## config.mk

```make
export PLATFORM = sky130hd
export DESIGN_NAME = wbrb_ptr
export DESIGN_NICKNAME = d
export VERILOG_FILES = /design/src/rtl/core/wbrb_pkg.sv /design/src/rtl/core/wbrb_ptr.sv
export SDC_FILE = /design/constraint.sdc
export NUM_CORES = 1
export LEC_CHECK = 0
export BUFFER_PORTS_ARGS = -buffer_cell sky130_fd_sc_hd__buf_4
export CORE_UTILIZATION = 60
export DETAILED_ROUTE_END_ITERATION = 12
export PLACE_DENSITY = 0.83
export SYNTH_ARGS = -nofsm -noshare
export SYNTH_HDL_FRONTEND = slang
export SYNTH_SLANG_ARGS = --single-unit
```

## constraint.sdc

```tcl
create_clock -name clk -period 15.4 [get_ports clk]
set_clock_uncertainty 0.1 [all_clocks]
set_input_delay 0 -clock clk [delete_from_list [all_inputs] [get_ports clk]]
set_output_delay 0 -clock clk [all_outputs]
set_load 0.02 [all_outputs]
```

## src/rtl/core/wbrb_pkg.sv

```systemverilog
`default_nettype none

package wbrb_pkg;

    // Width of counts, capacities and internal positions.
    localparam int CNT_W = 11;
    // Width of the reported positions.
    localparam int POS_OUT_W = 10;
    localparam int DATA_W = 8;
    localparam int FUNC_W = 3;

    // Default number of byte entries in the store.
    localparam int STORE_DEPTH_DEF = 1024;
    // Capacity register value after reset.
    localparam logic [CNT_W-1:0] CAP_RESET = CNT_W'(1024);

    // Configuration port.
    localparam int PADDR_W = 3;
    localparam int PDATA_W = 32;
    // Register index, taken from the word address bit.
    localparam logic REG_CAPACITY = 1'b0;

    // Operation codes.
    typedef enum logic [FUNC_W-1:0] {
        FN_WR_BYTE   = 3'd0,
        FN_RD_BYTE   = 3'd1,
        FN_WR_SPAN   = 3'd2,
        FN_RD_SPAN   = 3'd3,
        FN_WR_ADV    = 3'd4,
        FN_RD_ADV    = 3'd5,
        FN_CLEAR     = 3'd6,
        FN_STATUS    = 3'd7
    } func_t;

    // Status of the buffer after one operation.
    typedef struct packed {
        logic [CNT_W-1:0] granted;
        logic [CNT_W-1:0] read_rem;
        logic [CNT_W-1:0] write_rem;
        logic [CNT_W-1:0] read_contig;
        logic [CNT_W-1:0] write_contig;
        logic [CNT_W-1:0] head;
        logic [CNT_W-1:0] tail;
        logic             wrap;
        logic             rd_hit;
    } result_t;

    // Store access requested by one operation.
    typedef struct packed {
        logic             we;
        logic [CNT_W-1:0] waddr;
        logic             re;
        logic [CNT_W-1:0] raddr;
    } mem_req_t;

    // Difference clipped at zero.
    function automatic logic [CNT_W-1:0] sub0(input logic [CNT_W-1:0] a,
                                              input logic [CNT_W-1:0] b);
        return (a > b) ? (a - b) : '0;
    endfunction

endpackage

`default_nettype wire

```

## src/rtl/core/wbrb_ptr.sv

```systemverilog
`default_nettype none

module wbrb_ptr
    import wbrb_pkg::*;
(
    input  wire logic             clk,
    input  wire logic             rst_n,
    input  wire logic [CNT_W-1:0] cap,
    input  wire logic             cfg_clear,
    input  wire logic             fire,
    input  wire func_t            func,
    input  wire logic [CNT_W-1:0] amount,
    output      result_t          res,
    output      mem_req_t         mem
);

    logic [CNT_W-1:0] head_reg, head_next;
    logic [CNT_W-1:0] tail_reg, tail_next;
    logic             wrap_reg, wrap_next;

    logic [CNT_W-1:0] wc_cur, rc_cur, grant;
    logic [CNT_W:0]   tail_sum, head_sum;
    logic             tail_over, head_over;
    logic [CNT_W-1:0] tail_adv, head_adv;
    logic [CNT_W-1:0] head_op, tail_op;
    logic             wrap_op;
    logic             is_wr, is_rd;

    // Contiguous space before the operation.
    always_comb
    begin
        wc_cur = wrap_reg ? sub0(head_reg, tail_reg) : sub0(cap, tail_reg);
        rc_cur = wrap_reg ? sub0(cap, head_reg) : sub0(tail_reg, head_reg);
    end

    // Bytes granted by the operation.
    always_comb
    begin
        grant = '0;
        is_wr = 1'b0;
        is_rd = 1'b0;
        case (func)
            FN_WR_BYTE:
            begin
                grant = (wc_cur != '0) ? CNT_W'(1) : '0;
                is_wr = 1'b1;
            end
            FN_RD_BYTE:
            begin
                grant = (rc_cur != '0) ? CNT_W'(1) : '0;
                is_rd = 1'b1;
            end
            FN_WR_SPAN:
            begin
                grant = (amount < wc_cur) ? amount : wc_cur;
                is_wr = 1'b1;
            end
            FN_RD_SPAN:
            begin
                grant = (amount < rc_cur) ? amount : rc_cur;
                is_rd = 1'b1;
            end
            FN_WR_ADV:
            begin
                grant = (amount < cap) ? amount : cap;
                is_wr = 1'b1;
            end
            FN_RD_ADV:
            begin
                grant = (amount < cap) ? amount : cap;
                is_rd = 1'b1;
            end
            default:
            begin
                grant = '0;
            end
        endcase
    end

    // Position advance with a single wrap at the capacity.
    always_comb
    begin
        tail_sum  = {1'b0, tail_reg} + {1'b0, grant};
        head_sum  = {1'b0, head_reg} + {1'b0, grant};
        tail_over = (tail_sum >= {1'b0, cap});
        head_over = (head_sum >= {1'b0, cap});
        tail_adv  = tail_over ? CNT_W'(tail_sum - {1'b0, cap}) : tail_sum[CNT_W-1:0];
        head_adv  = head_over ? CNT_W'(head_sum - {1'b0, cap}) : head_sum[CNT_W-1:0];
    end

    // State after the operation.
    always_comb
    begin
        head_op = head_reg;
        tail_op = tail_reg;
        wrap_op = wrap_reg;
        if (func == FN_CLEAR)
        begin
            head_op = '0;
            tail_op = '0;
            wrap_op = 1'b0;
        end
        else if (is_wr)
        begin
            tail_op = tail_adv;
            wrap_op = tail_over ? 1'b1 : wrap_reg;
        end
        else if (is_rd)
        begin
            head_op = head_adv;
            wrap_op = head_over ? 1'b0 : wrap_reg;
        end
    end

    // Status reported for the new state.
    always_comb
    begin
        res.granted = grant;
        res.head    = head_op;
        res.tail    = tail_op;
        res.wrap    = wrap_op;
        res.rd_hit  = (func == FN_RD_BYTE) && (grant != '0);
        if (wrap_op)
        begin
            res.write_rem    = sub0(head_op, tail_op);
            res.read_rem     = cap - res.write_rem;
            res.write_contig = res.write_rem;
            res.read_contig  = sub0(cap, head_op);
        end
        else
        begin
            res.read_rem     = sub0(tail_op, head_op);
            res.write_rem    = cap - res.read_rem;
            res.read_contig  = res.read_rem;
            res.write_contig = sub0(cap, tail_op);
        end
    end

    // Byte store access, only when the operation moves to the result stage.
    always_comb
    begin
        mem.we    = fire && (func == FN_WR_BYTE) && (grant != '0);
        mem.waddr = tail_reg;
        mem.re    = fire && res.rd_hit;
        mem.raddr = head_reg;
    end

    // A capacity write clears the positions; otherwise each transfer updates them.
    always_comb
    begin
        head_next = head_reg;
        tail_next = tail_reg;
        wrap_next = wrap_reg;
        if (cfg_clear)
        begin
            head_next = '0;
            tail_next = '0;
            wrap_next = 1'b0;
        end
        else if (fire)
        begin
            head_next = head_op;
            tail_next = tail_op;
            wrap_next = wrap_op;
        end
    end

    always_ff @(posedge clk or negedge rst_n)
    begin
        if (!rst_n)
        begin
            head_reg <= '0;
            tail_reg <= '0;
            wrap_reg <= 1'b0;
        end
        else
        begin
            head_reg <= head_next;
            tail_reg <= tail_next;
            wrap_reg <= wrap_next;
        end
    end

`ifndef ASSERT_OFF
    // Both positions always stay inside the used part of the store.
    a_pos_in_range: assert property (@(posedge clk) disable iff (!rst_n)
        (head_reg < cap) && (tail_reg < cap))
        else $error("position outside capacity");

    // One operation never both writes and reads the store.
    a_mem_excl: assert property (@(posedge clk) disable iff (!rst_n)
        !(mem.we && mem.re))
        else $error("store read and write in one operation");

    // No operation grants more than the capacity.
    a_grant_cap: assert property (@(posedge clk) disable iff (!rst_n)
        fire |-> (res.granted <= cap))
        else $error("grant exceeds capacity");

    // Held and free bytes always add up to the capacity.
    a_rem_sum: assert property (@(posedge clk) disable iff (!rst_n)
        fire |-> (({1'b0, res.read_rem} + {1'b0, res.write_rem}) == {1'b0, cap}))
        else $error("remaining counts do not sum to capacity");
`endif

endmodule

`default_nettype wire

```

* Yosys cells after proc, flatten, opt, wreduce, memory -nomap -nowiden *
Index checks and enable logic that the tools add are counted.

word-level totals
  bits in registers = 23
  input port bits = 29
  output and inout port bits = 103

operators by class
  add/sub/neg operators = 14
  $lt $le $gt $ge = 13
  equality and inequality tests = 6
  mux-type cells = 37
  reductions and logical operators = 12

operator list
  operator                                                          count
  11-bit 2-to-1 mux                                                 24
  11-bit subtractor                                                 12
  11-bit greater-than comparator                                    8
  11-bit case mux with 5 select lines                               1
  44-bit 2-to-1 mux                                                 1
  11-bit < comparator                                               3
  11-bit nonzero test                                               3
  11-bit by 11-bit adder with 12-bit output                         2
  12-bit by 11-bit >= comparator with 1-bit output                  2
  1-bit 2-to-1 mux                                                  11
  3-bit == test (second input constant)                             3
  3-bit by 2-bit == test with 1-bit output (second input constant)  2
  3-bit OR reduction                                                2
  1-bit logical AND                                                 4
  3-bit by 1-bit == test with 1-bit output (second input constant)  1
  3-bit logical NOT                                                 1
  2-bit nonzero test                                                1
  2-bit OR reduction                                                1

* Depth between registers and ports, before layout *
Gate-level depths: netlist (run 1).

  depth in word-level cells = 16
  mapped depth = 66
  gate-level depth less buffers = 65

* Worst setup path after synthesis (run 1) *
No wires, ideal clock.

  path type = flip-flop to output port
  start point = register head_reg[2]
  end point = output port res[56] in the netlist's numbering
  arrival = 12.874 ns
  slack = 2.426 ns
  stages on the path, launching flop included = 65
  buffers on the path = 5
  cell sequence = dfrtp_1 > inv_1 > ha_1 > clkbuf_1 > nor2_1 > a211oi_1 > o211a_1 > a22oi_1 > nor2_1 > clkbuf_1 > a22o_1 > inv_1 > ha_1 > a211oi_1 > o21bai_1 > a211oi_1 > o21ai_1 > a211o_1 > [29 not listed] > o2111ai_1 > a21boi_0 > o21ai_0 > a21oi_1 > clkbuf_1 > nand2_1 > fa_1 > a21o_1 > a21oi_1 > o21bai_1 > a21oi_1 > o21bai_1 > a21oi_1 > o21bai_1 > a21oi_1 > xnor2_1 > xnor2_1 > o21ai_0

RTL lines
  what                    RTL line         source
  from (decl)             wbrb_ptr.sv:17   logic [CNT_W-1:0] head_reg, head_next;
  from (signal assigned)  wbrb_ptr.sv:178  head_reg <= head_next;
  to (decl)               wbrb_ptr.sv:13   output result_t res,

==> results_tabular.tex, run 1 <==
\begin{tabular}{lr}
\hline
Metric & Value \\
\hline
\multicolumn{2}{l}{\textbf{Status}} \\
\quad Status & finished, final reports clean \\
\multicolumn{2}{l}{\textbf{Timing}} \\
\quad Max\_slew headroom & 0.374 \\
\quad Worst Setup Slack, final & 0.958 ns \\
\quad Min Clock Period, post-route & 14.44 ns \\
\quad Count of pins over their slew limit & 0 \\
\quad Final clock period utilization by the worst path & 0.938 \\
\quad Fmax & 69.2 MHz \\
\quad Setup repair after global routing missed its margin & no \\
\quad Pin slew with the least headroom to its limit & 0.937 ns \\
\quad Setup tns final & 0 ns \\
\quad Final-report hold violation count & 0 \\
\quad Number of setup violations in the final report & 0 \\
\multicolumn{2}{l}{\textbf{Critical path}} \\
\quad Critical-path top delay cell & sky130\_fd\_sc\_hd\_\_dfrtp\_1 \\
\quad Data arrival, critical path & 14.34 ns \\
\quad Crit Path Max Fanout & 18 \\
\quad Type of the worst setup path & reg2out \\
\quad Most used cell, CP & sky130\_fd\_sc\_hd\_\_a21oi\_1 \\
\quad Worst path required time & 15.30 ns \\
\quad Crit-path max cell delay & 0.60 ns \\
\quad Endpoint type of the worst setup path & output port \\
\quad Launching element type of the critical path & register \\
\multicolumn{2}{l}{\textbf{Finish}} \\
\quad Synth-to-layout area growth & 12.3\% \\
\quad Net count of the finished layout & 1724 \\
\quad Most frequent cells in the layout & sky130\_fd\_sc\_hd\_\_ha\_1 (181), sky130\_fd\_sc\_hd\_\_buf\_4 (146), sky130\_fd\_sc\_hd\_\_inv\_1 (135) \\
\quad Most common cell after layout, fill and taps aside & sky130\_fd\_sc\_hd\_\_ha\_1 \\
\quad Post-layout instance count excluding filler cells & 1719 \\
\quad Proportion of layout cells with a drive suffix above 1 & 0.144 \\
\quad End-of-flow core utilization & 0.694 \\
\multicolumn{2}{l}{\textbf{Placed design}} \\
\quad Placed cell count & 1712 \\
\quad Final Wtd Congestion & 1.10 \\
\quad \# port buffers & 131 \\
\quad Detailed-placement wirelength estimate & 32800 µm \\
\quad Worst slack, placed & 0.509 ns \\
\multicolumn{2}{l}{\textbf{Route}} \\
\quad First-pass detailed-route iteration total & 6 \\
\quad Detail Route met2 WL & 18000 µm \\
\quad Average wire per standard cell & 23.7 µm \\
\quad Wl on met1 & 15000 µm \\
\quad Top metal layer carrying routed signals & met4 \\
\quad Amount of wire on met3 after detailed routing & 4830 µm \\
\quad Post-detailed-route via-to-cell ratio & 6.81 \\
\quad Total length of routed wires & 40700 µm \\
\quad Post-route antenna net violation count & 0 \\
\quad Drt first-iter violations & 1231 \\
\quad Final routed DRC violation total & 0 \\
\quad Total number of vias & 11712 \\
\multicolumn{2}{l}{\textbf{Power and ir drop}} \\
\quad Pwr dens & 245 nW/µm² \\
\quad Total power consumption of the routed design & 2840 µW \\
\quad Cell leakage power & 0.00552 µW \\
\quad Worst-case vdd ir drop & 0.348 mV \\
\multicolumn{2}{l}{\textbf{Yosys}} \\
\quad Simple-gate share of the synthesized area & 0.175 \\
\quad Main combinational cell family by area after synthesis & compound AO/OA/AOI/OAI gates \\
\quad Most common flop cell mapped by yosys & sky130\_fd\_sc\_hd\_\_dfrtp\_1 \\
\quad Count of different cell masters after synthesis & 89 \\
\quad Mapped Cells & 1398 \\
\quad Flip-flop and latch count after synthesis & 23 \\
\quad Compound-Gate Fraction of Synth Area & 0.328 \\
\quad Count of flip-flops with a built-in enable after synthesis & 0 \\
\quad Synth Area per Inst & 7.38 µm² \\
\quad Adder-Cell Fraction of Synth Area & 0.248 \\
\quad Syn. warnings & 0 \\
\quad Total nets after synthesis & 1623 \\
\quad Sequential fraction of the synthesis area & 0.0558 \\
\quad Async set-or-reset flop fraction in the synthesized netlist & 1.00 \\
\quad Xor/xnor cell area share of the yosys netlist & 0.0815 \\
\quad Netlist Area Pre-Place & 10300 µm² \\
\quad Share of synthesized area spent on multiplexers & 0.0363 \\
\multicolumn{2}{l}{\textbf{GRT}} \\
\quad Wire length of the first global-routing pass & 61300 µm \\
\quad GR Overflow Total & 0 \\
\quad Via count of the first global-routing pass & 10974 \\
\quad Aggregate global-route resource usage & 0.451 \\
\quad Pin count of the biggest net entering global routing & 60 \\
\quad Antenna violations before repair & 1 \\
\multicolumn{2}{l}{\textbf{Floorplan}} \\
\quad Boundary Pins & 132 \\
\quad Effective utilization at floorplan & 0.618 \\
\quad Row cnt & 47 \\
\quad DIE AREA & 17700 µm² \\
\quad Core Region & 16700 µm² \\
\quad Die Y & 133 µm \\
\quad Horizontal extent of the die & 133 µm \\
\multicolumn{2}{l}{\textbf{Clocking}} \\
\quad Number of sinks handled by clock tree synthesis & 23 \\
\quad Inserted Clock Buffers & 3 \\
\quad H-tree depth reported by CTS & 1 \\
\quad Clock tree from TritonCTS & built \\
\quad Clk slew on worst S/H paths & 0.06 ns \\
\quad Clock insertion delay at the later pin of the skew report & 0.26 ns \\
\quad Root buffer selected by CTS & sky130\_fd\_sc\_hd\_\_clkbuf\_16 \\
\quad Maximum clock insertion buffer count & 2 \\
\multicolumn{2}{l}{\textbf{Worst hold path}} \\
\quad Path type of the worst min-delay path & in2reg \\
\multicolumn{2}{l}{\textbf{Run}} \\
\quad Max\_cap viols & 0 \\
\hline
\end{tabular}
==> synthesized netlist by cell type (all sizes together) (5+ instances only) <==
library cell | instances | area (µm²)
ha | 182 | 2280
inv | 135 | 507
a21oi | 114 | 574
o21ai | 106 | 542
nor2 | 96 | 363
nand2 | 93 | 349
xnor2 | 59 | 517
clkbuf | 43 | 231
a21o | 40 | 303
xor2 | 37 | 324
nand3 | 34 | 175
nor3 | 31 | 155
o21bai | 27 | 203
a211oi | 25 | 188
mux2i | 25 | 250
dfrtp | 23 | 576
nand4 | 23 | 144
nor2b | 21 | 131
o21a | 18 | 143
a22oi | 16 | 120
o31ai | 16 | 120
fa | 14 | 280
a21boi | 12 | 90.1
nand2b | 12 | 75.1
o211ai | 12 | 90.1
o22ai | 12 | 75.1
a31oi | 11 | 83.8
mux2 | 11 | 124
a32oi | 9 | 78.8
or2 | 9 | 56.3
or3 | 9 | 60.1
a2111oi | 8 | 88.8
buf | 8 | 50.1
nand3b | 8 | 60.1
a22o | 7 | 62.6
and3 | 6 | 37.5
a221o | 5 | 51.3
nor3b | 5 | 37.5
nor4 | 5 | 37.5
o211a | 5 | 50.1
o221ai | 5 | 43.8
or4 | 5 | 37.5
==> final timing paths <==
path	startpoint	to	slack, ns	cells after the start
max	head_reg[8]$_DFFE_PN0P_	res[56]	0.96	59
min	cfg_clear	head_reg[1]$_DFFE_PN0P_	0.02	2
max reg2reg	head_reg[8]$_DFFE_PN0P_	tail_reg[8]$_DFFE_PN0P_	5.70	38
min reg2reg	head_reg[7]$_DFFE_PN0P_	head_reg[7]$_DFFE_PN0P_	0.58	2
max in group asynchronous	rst_n	head_reg[1]$_DFFE_PN0P_	14.83	2
min in group asynchronous	rst_n	tail_reg[4]$_DFFE_PN0P_	0.08	2
==> power by group <==
group / internal, µW / total [µW] / switching, µW
logic: 1060 / 2690 / 1630
registers: 67.8 / 90.4 / 22.6
clock network: 35.1 / 59.9 / 24.9
total: 1160 / 2840 / 1680
==> layout make-up <==
type	count	area (µm²)
Sequential cell	23	577
Multi-Input combinational cell	1189	9040
Clock buffer	3	75.1
Inverter	135	507
Clock inverter	1	5.00
Tap cell	220	275
Timing Repair Buffer	147	1110
Fill cell	1464	5120
Antenna cell	1	2.50
==> logic make-up (layout without fill, tap and decap cells) <==
| kind of cell | Yosys count | after routing |
|---|---|---|
| AND/OR/NAND/NOR | 367 | 367 |
| adder cells (fa/ha/maj) | 196 | 196 |
| buffers and inverters | 186 | 286 |
| AO/OA/AOI/OAI | 494 | 494 |
| other | 0 | 1 |
| flip-flops | 23 | 23 |
| XOR/XNOR | 96 | 96 |
| multiplexers | 36 | 36 |
==> routing by layer <==
metal	vias to the layer above	global-route usage
met5	-	0
met3	187	0.0944
met2	783	0.730
met1	5375	0.544
li1	5367	-
met4	0	0.287
==> worst max-delay path, delay by kind of cell, from the launching register on <==
kind / cells / cell delay, ns
fa+ha+maj: 7 / 2.33
simple gates: 4 / 0.75
flops: 1 / 0.60
mux: 1 / 0.21
xor+xnor: 3 / 0.41
compound gates: 36 / 8.50
buf+inv: 8 / 1.25
==> repair_timing <==
action                                  CTS  global route
buffers inserted                          0             1
resized for setup                         0            20
endpoints found under the setup margin    0             9
hold endpoints to repair                 23             0
hold buffers                              1             0
==> per-stage QoR <==
| step | instance area [µm²] | hold slack, ns |
|---|---|---|
| after global placement | 11400 | -0.180 |
| after CTS | 11500 | 0.0111 |
| after detailed placement | 11400 | -0.180 |
| final | 11600 | 0.0223 |
| after floorplan | 10300 | -0.396 |
| after global routing | 11600 | 0.0171 |
Note: power is estimated with default switching activity, not from simulation.
==> run 2: changes to the inputs <==
==> constraint.sdc (replaced) <==
create_clock -name clk -period 15.4 [get_ports clk]
set_clock_uncertainty 0.1 [all_clocks]
set_input_delay 4.62 -clock clk [delete_from_list [all_inputs] [get_ports clk]]
set_output_delay 4.62 -clock clk [all_outputs]
set_load 0.02 [all_outputs]
==> run 2 against run 1 <==
  * The flow now stops in 3_5_place_dp
  * Synthesized cell count is the same
  * Synthesized area is the same
==> results_tabular.tex, run 2 <==
\begin{tabular}{lr}
\hline
Metric & Value \\
\hline
\multicolumn{2}{l}{\textbf{Yosys}} \\
\quad Leading area contributor after synthesis & sky130\_fd\_sc\_hd\_\_ha\_1 \\
\quad Cell with the most instances after synthesis & sky130\_fd\_sc\_hd\_\_ha\_1 \\
\quad Mapped Cells & 1398 (unchanged) \\
\quad Count of flip-flops with a built-in enable after synthesis & 0 (unchanged) \\
\quad Netlist Area Pre-Place & 10300 µm² (unchanged) \\
\quad Syn. warnings & 0 (unchanged) \\
\quad Flip-flop and latch count after synthesis & 23 (unchanged) \\
\quad Total nets after synthesis & 1623 (unchanged) \\
\quad Sequential fraction of the synthesis area & 0.0558 (unchanged) \\
\quad Async set-or-reset flop fraction in the synthesized netlist & 1.00 (unchanged) \\
\quad Most common flop cell mapped by yosys & sky130\_fd\_sc\_hd\_\_dfrtp\_1 \\
\quad Count of different cell masters after synthesis & 89 (unchanged) \\
\quad Area share of the leading cell type in the synthesized netlist & 0.221 (unchanged) \\
\quad Synth Area per Inst & 7.38 µm² (unchanged) \\
\quad Synth area leaders & sky130\_fd\_sc\_hd\_\_ha\_1 (22\%), sky130\_fd\_sc\_hd\_\_dfrtp\_1 (5.6\%), sky130\_fd\_sc\_hd\_\_a21oi\_1 (5.5\%) \\
\quad Commonest cells in the netlist & sky130\_fd\_sc\_hd\_\_ha\_1 (182), sky130\_fd\_sc\_hd\_\_inv\_1 (135), sky130\_fd\_sc\_hd\_\_a21oi\_1 (113) \\
\multicolumn{2}{l}{\textbf{Floorplan}} \\
\quad Boundary Pins & 132 (unchanged) \\
\quad Die Y & 133 µm (unchanged) \\
\quad Horizontal extent of the die & 133 µm (unchanged) \\
\quad Row cnt & 47 (unchanged) \\
\quad Effective utilization at floorplan & 0.618 (unchanged) \\
\multicolumn{2}{l}{\textbf{Placed design}} \\
\quad Final Wtd Congestion & 1.15 (+4.8\%) \\
\quad Detailed-placement wirelength estimate & 63100 µm (+93\%) \\
\quad \# port buffers & 131 (unchanged) \\
\multicolumn{2}{l}{\textbf{Status}} \\
\quad Status & aborted with a tool error \\
\quad First Error & [ERROR DPL-0033] detailed placement checks failed during check placement. \\
\quad Halt Stage & 3\_5\_place\_dp \\
\hline
\end{tabular}
## run 2: cell counts after synthesis
Identical to the previous run, type by type.
## run 2: cells by family after synthesis
kind of cell | count (synthesis) | share of synthesized area
AND/OR/NAND/NOR | 367 | 0.175
multiplexers | 36 | 0.0363
adder cells (fa/ha/maj) | 196 | 0.248
AO/OA/AOI/OAI | 494 | 0.328
flip-flops | 23 | 0.0558
buffers and inverters | 186 | 0.0764
XOR/XNOR | 96 | 0.0815
## run 2: metrics by stage
step,hold slack [ns],instances
global placement,0.559,2298
floorplan,0.563,1398
